## config.mk

```make
export PLATFORM = sky130hd
export DESIGN_NAME = lsh_amplified_bucket_hash_flat
export DESIGN_NICKNAME = d
export VERILOG_FILES = /design/src/sv/lah_pkg.sv /design/src/sv/lah_if.sv /design/src/sv/lsh_amplified_bucket_hash.sv /design/src/flat_wrapper.sv
export SDC_FILE = /design/constraint.sdc
export NUM_CORES = 1
export LEC_CHECK = 0
export BUFFER_PORTS_ARGS = -buffer_cell sky130_fd_sc_hd__buf_2
export CORE_MARGIN = 2
export CORE_UTILIZATION = 36
export CTS_CLUSTER_SIZE = 12
export DETAILED_ROUTE_END_ITERATION = 10
export PLACE_DENSITY = 0.5
export RECOVER_POWER = 25
export SETUP_SLACK_MARGIN = 0.05
export SLEW_MARGIN = 10
export SYNTH_ARGS = -nofsm -noshare
export SYNTH_HDL_FRONTEND = slang
export SYNTH_SLANG_ARGS = --single-unit
```

## constraint.sdc

```tcl
create_clock -name clk -period 4.6 [get_ports clk]
set_input_delay 0.23 -clock clk [delete_from_list [all_inputs] [get_ports clk]]
set_output_delay 0.23 -clock clk [all_outputs]
set_load 0.1 [all_outputs]
```

## src/sv/lah_pkg.sv

```systemverilog
package lah_pkg;

  // modulus of the id arithmetic: 2^32 - 5
  localparam logic [31:0] PRIME_MOD = 32'hFFFF_FFFB;

  localparam int unsigned COEF_W   = 31;
  localparam int unsigned HASH_W   = 32;
  localparam int unsigned ID_W     = 32;
  localparam int unsigned STEP_W   = 5;

  // reset value of the table size register
  localparam logic [31:0] TABLE_SIZE_RESET = 32'd1;

  typedef enum logic [2:0] {
    ST_IDLE,
    ST_MUL,
    ST_NEG,
    ST_ACC,
    ST_DIV,
    ST_DONE
  } state_t;

endpackage

```

## src/sv/lah_if.sv

```systemverilog
interface lah_term_if;
  import lah_pkg::*;

  logic                     valid;
  logic                     ready;
  logic [COEF_W-1:0]        coefficient;
  logic signed [HASH_W-1:0] sub_hash;
  logic                     last_term;

  modport source (output valid, output coefficient, output sub_hash, output last_term,
                  input ready);
  modport sink   (input valid, input coefficient, input sub_hash, input last_term,
                  output ready);
endinterface

interface lah_result_if;
  import lah_pkg::*;

  logic            valid;
  logic            ready;
  logic [ID_W-1:0] point_id;
  logic [ID_W-1:0] bucket_index;

  modport source (output valid, output point_id, output bucket_index, input ready);
  modport sink   (input valid, input point_id, input bucket_index, output ready);
endinterface

interface lah_cfg_if;
  import lah_pkg::*;

  logic            valid;
  logic            ready;
  logic [ID_W-1:0] table_size;

  modport source (output valid, output table_size, input ready);
  modport sink   (input valid, input table_size, output ready);
endinterface

```

## src/sv/lsh_amplified_bucket_hash.sv

```systemverilog
// amplified lsh hash g: folds the k sub-hashes of one point into an id and a bucket
//
// terms  (sink)  : one beat per sub-hash, carrying coefficient, signed sub_hash and
//                  last_term; a beat is taken at a clock edge with valid and ready high
// result (source): one beat per point, on the term marked last: point_id is the sum
//                  of coefficient * sub_hash modulo 2^32-5, bucket_index is point_id
//                  modulo table_size (point_id itself when table_size is zero)
// cfg    (sink)  : writes table_size; always ready, write only while the block is idle
//
// timing: the modular product is built one bit of |sub_hash| per cycle, so a term
// goes through accept, 32 multiply steps, a sign fix and an accumulate before the
// next ready. the bucket comes from a restoring divider, one quotient bit per cycle,
// in 32 steps after the accumulate of a last term; the done state then loads its
// result into the output register
//
// reset (synchronous rst) clears the running total, sets table_size to 1 and drops
// any pending result. the result sits in an output register; the next term is taken
// while it waits, and a later result stalls in its last cycle until that one is taken
module lsh_amplified_bucket_hash (
  input  logic        clk,
  input  logic        rst,
  lah_term_if.sink    terms,
  lah_result_if.source result,
  lah_cfg_if.sink     cfg
);
  import lah_pkg::*;

  // 34-bit forms of p and 2p for the doubling step
  localparam logic [33:0] P_1X = {2'b00, PRIME_MOD};
  localparam logic [33:0] P_2X = {1'b0, PRIME_MOD, 1'b0};

  state_t state, state_next;

  logic [ID_W-1:0]   table_size;
  logic [ID_W-1:0]   total;       // running sum modulo p, always below p
  logic [COEF_W-1:0] coef;
  logic [HASH_W-1:0] mag;         // |sub_hash|, shifted out msb first
  logic              neg;
  logic              last;
  logic [ID_W-1:0]   acc;         // partial product modulo p
  logic [STEP_W-1:0] step;
  logic [ID_W-1:0]   id;
  logic [ID_W-1:0]   dvd;         // id bits fed to the divider, msb first
  logic [ID_W-1:0]   rem;
  logic [ID_W-1:0]   out_id;
  logic [ID_W-1:0]   out_bucket;
  logic              out_valid;

  // control decoded from the state
  logic take_term;
  logic step_last;
  logic load_out;

  // datapath nets
  logic [HASH_W-1:0] sh_bits;
  logic [HASH_W-1:0] mag_in;
  logic [33:0]       dbl;
  logic [33:0]       dbl_m1;
  logic [33:0]       dbl_m2;
  logic [ID_W-1:0]   mul_next;
  logic [ID_W:0]     sum;
  logic [ID_W:0]     sum_red;
  logic [ID_W-1:0]   acc_next;
  logic [ID_W:0]     rem_sh;
  logic [ID_W:0]     rem_sub;
  logic [ID_W-1:0]   rem_next;

  assign sh_bits = terms.sub_hash;
  // two's complement magnitude; -2^31 maps to 2^31, which fits unsigned
  assign mag_in  = sh_bits[HASH_W-1] ? (~sh_bits + 32'd1) : sh_bits;

  // horner step: acc = (2*acc + bit*coef) mod p, the sum stays below 3p
  assign dbl      = {1'b0, acc, 1'b0} + (mag[HASH_W-1] ? {3'b000, coef} : 34'd0);
  assign dbl_m1   = dbl - P_1X;
  assign dbl_m2   = dbl - P_2X;
  assign mul_next = (dbl >= P_2X) ? dbl_m2[ID_W-1:0] :
                    (dbl >= P_1X) ? dbl_m1[ID_W-1:0] : dbl[ID_W-1:0];

  // add the product residue into the total, one conditional subtract of p
  assign sum      = {1'b0, total} + {1'b0, acc};
  assign sum_red  = sum - {1'b0, PRIME_MOD};
  assign acc_next = (sum >= {1'b0, PRIME_MOD}) ? sum_red[ID_W-1:0] : sum[ID_W-1:0];

  // restoring divide step; with a zero table size the remainder just collects id
  assign rem_sh   = {rem, dvd[ID_W-1]};
  assign rem_sub  = rem_sh - {1'b0, table_size};
  assign rem_next = (rem_sh >= {1'b0, table_size}) ? rem_sub[ID_W-1:0] : rem_sh[ID_W-1:0];

  assign step_last = (step == {STEP_W{1'b1}});

  // next state
  always_comb begin
    state_next = state;
    case (state)
      ST_IDLE: if (terms.valid) state_next = ST_MUL;
      ST_MUL:  if (step_last) state_next = ST_NEG;
      ST_NEG:  state_next = ST_ACC;
      ST_ACC:  state_next = last ? ST_DIV : ST_IDLE;
      ST_DIV:  if (step_last) state_next = ST_DONE;
      ST_DONE: if (!out_valid || result.ready) state_next = ST_IDLE;
      default: state_next = ST_IDLE;
    endcase
  end

  // state outputs
  always_comb begin
    take_term = 1'b0;
    load_out  = 1'b0;
    case (state)
      ST_IDLE: take_term = terms.valid;
      ST_DONE: load_out  = !out_valid || result.ready;
      default: begin
        take_term = 1'b0;
        load_out  = 1'b0;
      end
    endcase
  end

  assign terms.ready = (state == ST_IDLE);
  assign cfg.ready   = 1'b1;

  always_ff @(posedge clk) begin
    if (rst) begin
      state      <= ST_IDLE;
      total      <= '0;
      table_size <= TABLE_SIZE_RESET;
      out_valid  <= 1'b0;
    end else begin
      state <= state_next;
      if (cfg.valid) table_size <= cfg.table_size;
      if (state == ST_ACC) total <= last ? '0 : acc_next;
      if (load_out) begin
        out_valid <= 1'b1;
      end else if (result.ready) begin
        out_valid <= 1'b0;
      end
    end
  end

  // datapath registers
  always_ff @(posedge clk) begin
    case (state)
      ST_IDLE: begin
        if (take_term) begin
          coef <= terms.coefficient;
          mag  <= mag_in;
          neg  <= sh_bits[HASH_W-1];
          last <= terms.last_term;
          acc  <= '0;
          step <= '0;
        end
      end
      ST_MUL: begin
        acc  <= mul_next;
        mag  <= {mag[HASH_W-2:0], 1'b0};
        step <= step + 5'd1;
      end
      ST_NEG: begin
        // lift a negative product into 0 .. p-1
        if (neg && (acc != '0)) acc <= PRIME_MOD - acc;
      end
      ST_ACC: begin
        id   <= acc_next;
        dvd  <= acc_next;
        rem  <= '0;
        step <= '0;
      end
      ST_DIV: begin
        rem  <= rem_next;
        dvd  <= {dvd[ID_W-2:0], 1'b0};
        step <= step + 5'd1;
      end
      ST_DONE: begin
        if (load_out) begin
          out_id     <= id;
          out_bucket <= rem;
        end
      end
      default: begin
        acc <= acc;
      end
    endcase
  end

  assign result.valid        = out_valid;
  assign result.point_id     = out_id;
  assign result.bucket_index = out_bucket;

`ifndef ASSERT_OFF
  // the running total never leaves the residue range
  a_total_range: assert property (@(posedge clk) disable iff (rst)
    total < PRIME_MOD)
    else $error("running total out of residue range");

  // a delivered id is a proper residue
  a_id_range: assert property (@(posedge clk) disable iff (rst)
    result.valid |-> (result.point_id < PRIME_MOD))
    else $error("point_id out of residue range");

  // the bucket lies inside the table
  a_bucket_range: assert property (@(posedge clk) disable iff (rst)
    (result.valid && (table_size != '0)) |-> (result.bucket_index < table_size))
    else $error("bucket_index not below table_size");

  // a taken term starts the multiply at once
  a_term_starts: assert property (@(posedge clk) disable iff (rst)
    (terms.valid && terms.ready) |=> (state == ST_MUL) && (step == '0))
    else $error("term taken without starting the multiply");

  // a waiting result is never overwritten
  a_no_overwrite: assert property (@(posedge clk) disable iff (rst)
    (result.valid && !result.ready) |=> $stable(result.point_id) && result.valid)
    else $error("pending result lost or changed");
`endif

endmodule

```

## src/flat_wrapper.sv

```systemverilog
// flat-port wrapper written by rule: the top's interface ports become plain ports
module lsh_amplified_bucket_hash_flat import lah_pkg::*;
  (clk, rst, terms_valid, terms_coefficient, terms_sub_hash, terms_last_term, terms_ready, result_valid, result_point_id, result_bucket_index, result_ready, cfg_valid, cfg_table_size, cfg_ready);
  lah_term_if terms_i ();
  lah_result_if result_i ();
  lah_cfg_if cfg_i ();
  input  logic clk;
  input  logic rst;
  input wire logic [$bits(terms_i.valid)-1:0] terms_valid;
  input wire logic [$bits(terms_i.coefficient)-1:0] terms_coefficient;
  input wire logic [$bits(terms_i.sub_hash)-1:0] terms_sub_hash;
  input wire logic [$bits(terms_i.last_term)-1:0] terms_last_term;
  output wire logic [$bits(terms_i.ready)-1:0] terms_ready;
  output wire logic [$bits(result_i.valid)-1:0] result_valid;
  output wire logic [$bits(result_i.point_id)-1:0] result_point_id;
  output wire logic [$bits(result_i.bucket_index)-1:0] result_bucket_index;
  input wire logic [$bits(result_i.ready)-1:0] result_ready;
  input wire logic [$bits(cfg_i.valid)-1:0] cfg_valid;
  input wire logic [$bits(cfg_i.table_size)-1:0] cfg_table_size;
  output wire logic [$bits(cfg_i.ready)-1:0] cfg_ready;
  assign terms_i.valid = terms_valid;
  assign terms_i.coefficient = terms_coefficient;
  assign terms_i.sub_hash = terms_sub_hash;
  assign terms_i.last_term = terms_last_term;
  assign terms_ready = terms_i.ready;
  assign result_valid = result_i.valid;
  assign result_point_id = result_i.point_id;
  assign result_bucket_index = result_i.bucket_index;
  assign result_i.ready = result_ready;
  assign cfg_i.valid = cfg_valid;
  assign cfg_i.table_size = cfg_table_size;
  assign cfg_ready = cfg_i.ready;
  lsh_amplified_bucket_hash u_core (.clk(clk), .rst(rst), .terms(terms_i), .result(result_i), .cfg(cfg_i));
endmodule
```

==> results_tabular.tex <==
\begin{tabular}{lr}
\hline
Metric & Value \\
\hline
\multicolumn{2}{l}{\textbf{Global route}} \\
Overall fraction of global-route tracks in use & 0.194 \\
Overflow after GRT & 0 \\
Global-route wire length before repair & 92.6 mm \\
Initial antenna violation count & 0 \\
Maximum number of pins on one net before global-route repair & between 60 and 70 \\
Vias in the first global route & $\sim$17000 \\
\multicolumn{2}{l}{\textbf{Pwr}} \\
Total power divided by cell area & 654 mW/mm\^{}2 \\
Static Leakage & 11.2 nW \\
Highest ir drop seen on vdd & 0.373 mV \\
Tot Pwr & 18.3 mW \\
\multicolumn{2}{l}{\textbf{CTS}} \\
Total CTS buffers & 41 \\
TritonCTS clock tree & done \\
\# H-tree levels & 2 \\
Clock Pin Slew Worst Setup and Hold Paths & 60 ps \\
CTS Buffer Depth & 3 \\
Clock sink count & 330 \\
Cell at the root of the clock tree & clkbuf\_16 \\
Clock Latency Late Sink & 580 ps \\
\multicolumn{2}{l}{\textbf{Route}} \\
Detailed-route via count & 17700 \\
Detailed Routing Iterations Pass 1 & 5 \\
Total wirelength of the detailed-routed design & 59.5 mm \\
DRC violation total after the first TritonRoute iteration & 922 \\
Final routed DRC violation total & 0 \\
Drt via density & 5.15 \\
Routed wirelength normalized by instance count & 17.3 um \\
Number of routed nets with antenna violations & 0 \\
\multicolumn{2}{l}{\textbf{STA}} \\
Normalized max-slew margin & -0.624 \\
Final hold viol count & 0 \\
Final setup violating endpoints & 1 \\
Worst Hold Margin & roughly 40 ps \\
Setup repair after global routing missed its margin & yes \\
Maximum frequency from static timing analysis & 217 MHz \\
Ratio of final minimum period to clock period & 1.00 \\
Max-slew violation count & 34 \\
Worst-margin pin slew & 2440 ps \\
Clock Skews & 29.8 ps \\
Post-route worst setup slack & -8.69 ps \\
Minimum period implied by the final worst setup slack & 4610 ps \\
\multicolumn{2}{l}{\textbf{Setup path}} \\
Required time of the critical path & a little under 5000 ps \\
Category of the worst setup path launch point & register \\
WS Path Type & reg -> reg \\
Number of cells on the worst reg-to-reg path & 19 \\
Peak fanout along the critical path & 12 \\
Endpoint kind of the worst setup timing path & register \\
Critical path data arrival time & 4910 ps \\
\multicolumn{2}{l}{\textbf{Layout}} \\
Most common cell after layout, fill and taps aside & buf\_4 \\
Commonest non-fill, non-tap cells in the layout & buf\_4, edfxtp\_1, nor2\_1 \\
Final std cell area, no fill & 0.0279 mm\^{}2 \\
ANT cells & 0 \\
Final layout net count & 2850 \\
Fraction of layout cells with a size suffix above 1 & 0.284 \\
Area overhead of the layout relative to synthesis & 34.8\% \\
\multicolumn{2}{l}{\textbf{Die}} \\
Core region area & 0.0566 mm\^{}2 \\
I/O pins & around 170 \\
Effective utilization at floorplan & 0.366 \\
Number of rows in the core area & 87 \\
Die outline area & roughly 0.059 mm\^{}2 \\
X dimension of the die & 244 um \\
Vert. Die Dim & 244 um \\
\multicolumn{2}{l}{\textbf{Synth}} \\
Total of flip-flops plus latches after synthesis & 330 \\
Post-synth EDFFs & 262 \\
Cells taking the most area after synthesis & edfxtp\_1, dfxtp\_1, ha\_1, xnor2\_1, nor2\_1 \\
Most instantiated flip-flop cell in the synthesis netlist & edfxtp\_1 \\
Warning count from the yosys run & 0 \\
Count of cell types in the netlist & 91 \\
Post-synth net total & 2309 \\
Fraction of registers with async set/reset & 0 \\
Cell type contributing the most total cell area after synthesis & edfxtp\_1 \\
Mean area per synthesized cell & 9.86 um\^{}2 \\
Sequential fraction of the synthesis area & 0.446 \\
Proportion of netlist area held by the largest area contributor & 0.380 \\
Cell area after technology mapping & 0.0207 mm\^{}2 \\
Post-synthesis instance total & 2101 \\
\multicolumn{2}{l}{\textbf{Worst hold path}} \\
Hold Crit Class & in -> reg \\
Worst Hold Path Cells & 4 \\
\multicolumn{2}{l}{\textbf{Place}} \\
Count of buffers inserted at the top-level ports & 166 \\
Placed cell areas & 0.0245 mm\^{}2 \\
Final weighted congestion of routability-driven global placement & 0.871 \\
Post-DP HPWL & 44.8 mm \\
\multicolumn{2}{l}{\textbf{Job}} \\
Maximum Capacitance Violations & 1 \\
\multicolumn{2}{l}{\textbf{Status}} \\
Failing checks & capacitance limit, slew limit, setup timing \\
Status & complete, but fails checks \\
\hline
\end{tabular}
-- area by class of cell --
class | count | area [um^2]
Clock buffer | 55 | 1130
Clock inverter | 20 | 181
Fill cell | 5301 | 28700
Inverter | 87 | 327
Multi-Input combinational cell | 1597 | 11900
Sequential cell | 330 | 9230
Tap cell | 756 | 946
Timing Repair Buffer | 585 | 4200
-- cell families (layout without fill, tap and decap cells) --
group | count (synthesis) | count (layout) | share of synthesized area
simple gates | 747 | 747 | 0.183
compound gates | 488 | 488 | 0.160
flops | 330 | 330 | 0.446
xor+xnor | 175 | 175 | 0.0740
buf+inv | 174 | 747 | 0.0329
fa+ha+maj | 107 | 107 | 0.0657
mux | 79 | 79 | 0.0390
other cells | 1 | 1 | 0.000181
-- synth_stat cells, types with 20 or more instances --
cell / n
a21o_1: 37
a21oi_1: 107
a22o_1: 28
and2_1: 54
clkbuf_1: 69
dfxtp_1: 68
edfxtp_1: 262
ha_1: 104
inv_1: 87
mux2i_1: 66
nand2_1: 164
nand3_1: 48
nand4_1: 37
nor2_1: 220
nor2b_1: 20
nor3_1: 53
o21ai_0: 98
o22ai_1: 35
or3_1: 23
xnor2_1: 98
xor2_1: 77
-- routing by layer --
metal / global-route usage / vias to the layer above / share of wire
li1: - / 8876 / -
met1: 0.270 / 8441 / 0.48
met2: 0.318 / 294 / 0.47
met3: 0.0219 / 65 / 0.033
met4: 0.0534 / 0 / 0.023
met5: 0 / - / 0
-- where the power goes --
group | switching (mW) | internal [mW]
Clock | 1.30 | 1.80
Sequential | 0.472 | 4.29
Combinational | 5.84 | 4.56
-- stage by stage --
step            util  setup TNS, ps  setup slack (ps)  cells
2_1_floorplan      -              0              9.68   2101
3_3_place_gp   0.433          -5050              -299   3236
3_5_place_dp   0.433          -5020              -243   3236
4_1_cts        0.476           -126             -48.0   3400
5_1_grt        0.493          -4820              -249   3430
6_report       0.493          -8.69             -8.69   3430
-- path summary, 6_finish.rpt --
check	slack (ps)	to	start
setup reg to reg	-9	u_core.acc[21]	u_core.mag[31]
hold reg to reg	410	u_core.result.point_id[6]	u_core.id[6]
setup / recovery	-9	u_core.acc[21]	u_core.mag[31]
hold / removal	40	u_core.result.valid	result_ready
-- repair_timing --
item,CTS,global route
setup endpoints to repair,45,93
hold buffers,65,0
buffers inserted,23,30
resized for setup,56,152
pin swaps,23,58
hold endpoints to repair,65,0
gates cloned,1,1
-- worst max-delay path: stages (launching register included) --
cell and delay (ps):
edfxtp_1 420, buf_8 170, and2_4 140, ha_4 180, fa_2 370, a211oi_4 210, buf_6 150, o21ai_4 100
buf_4 180, a21oi_4 140, xnor2_2 140, nand3_1 130, nand4bb_1 220, or3_4 430, o41ai_4 430, buf_4 190
nor3_4 50, or4_1 420, xor2_1 170, o22ai_1 100
Power figures use the tool's default switching activity.
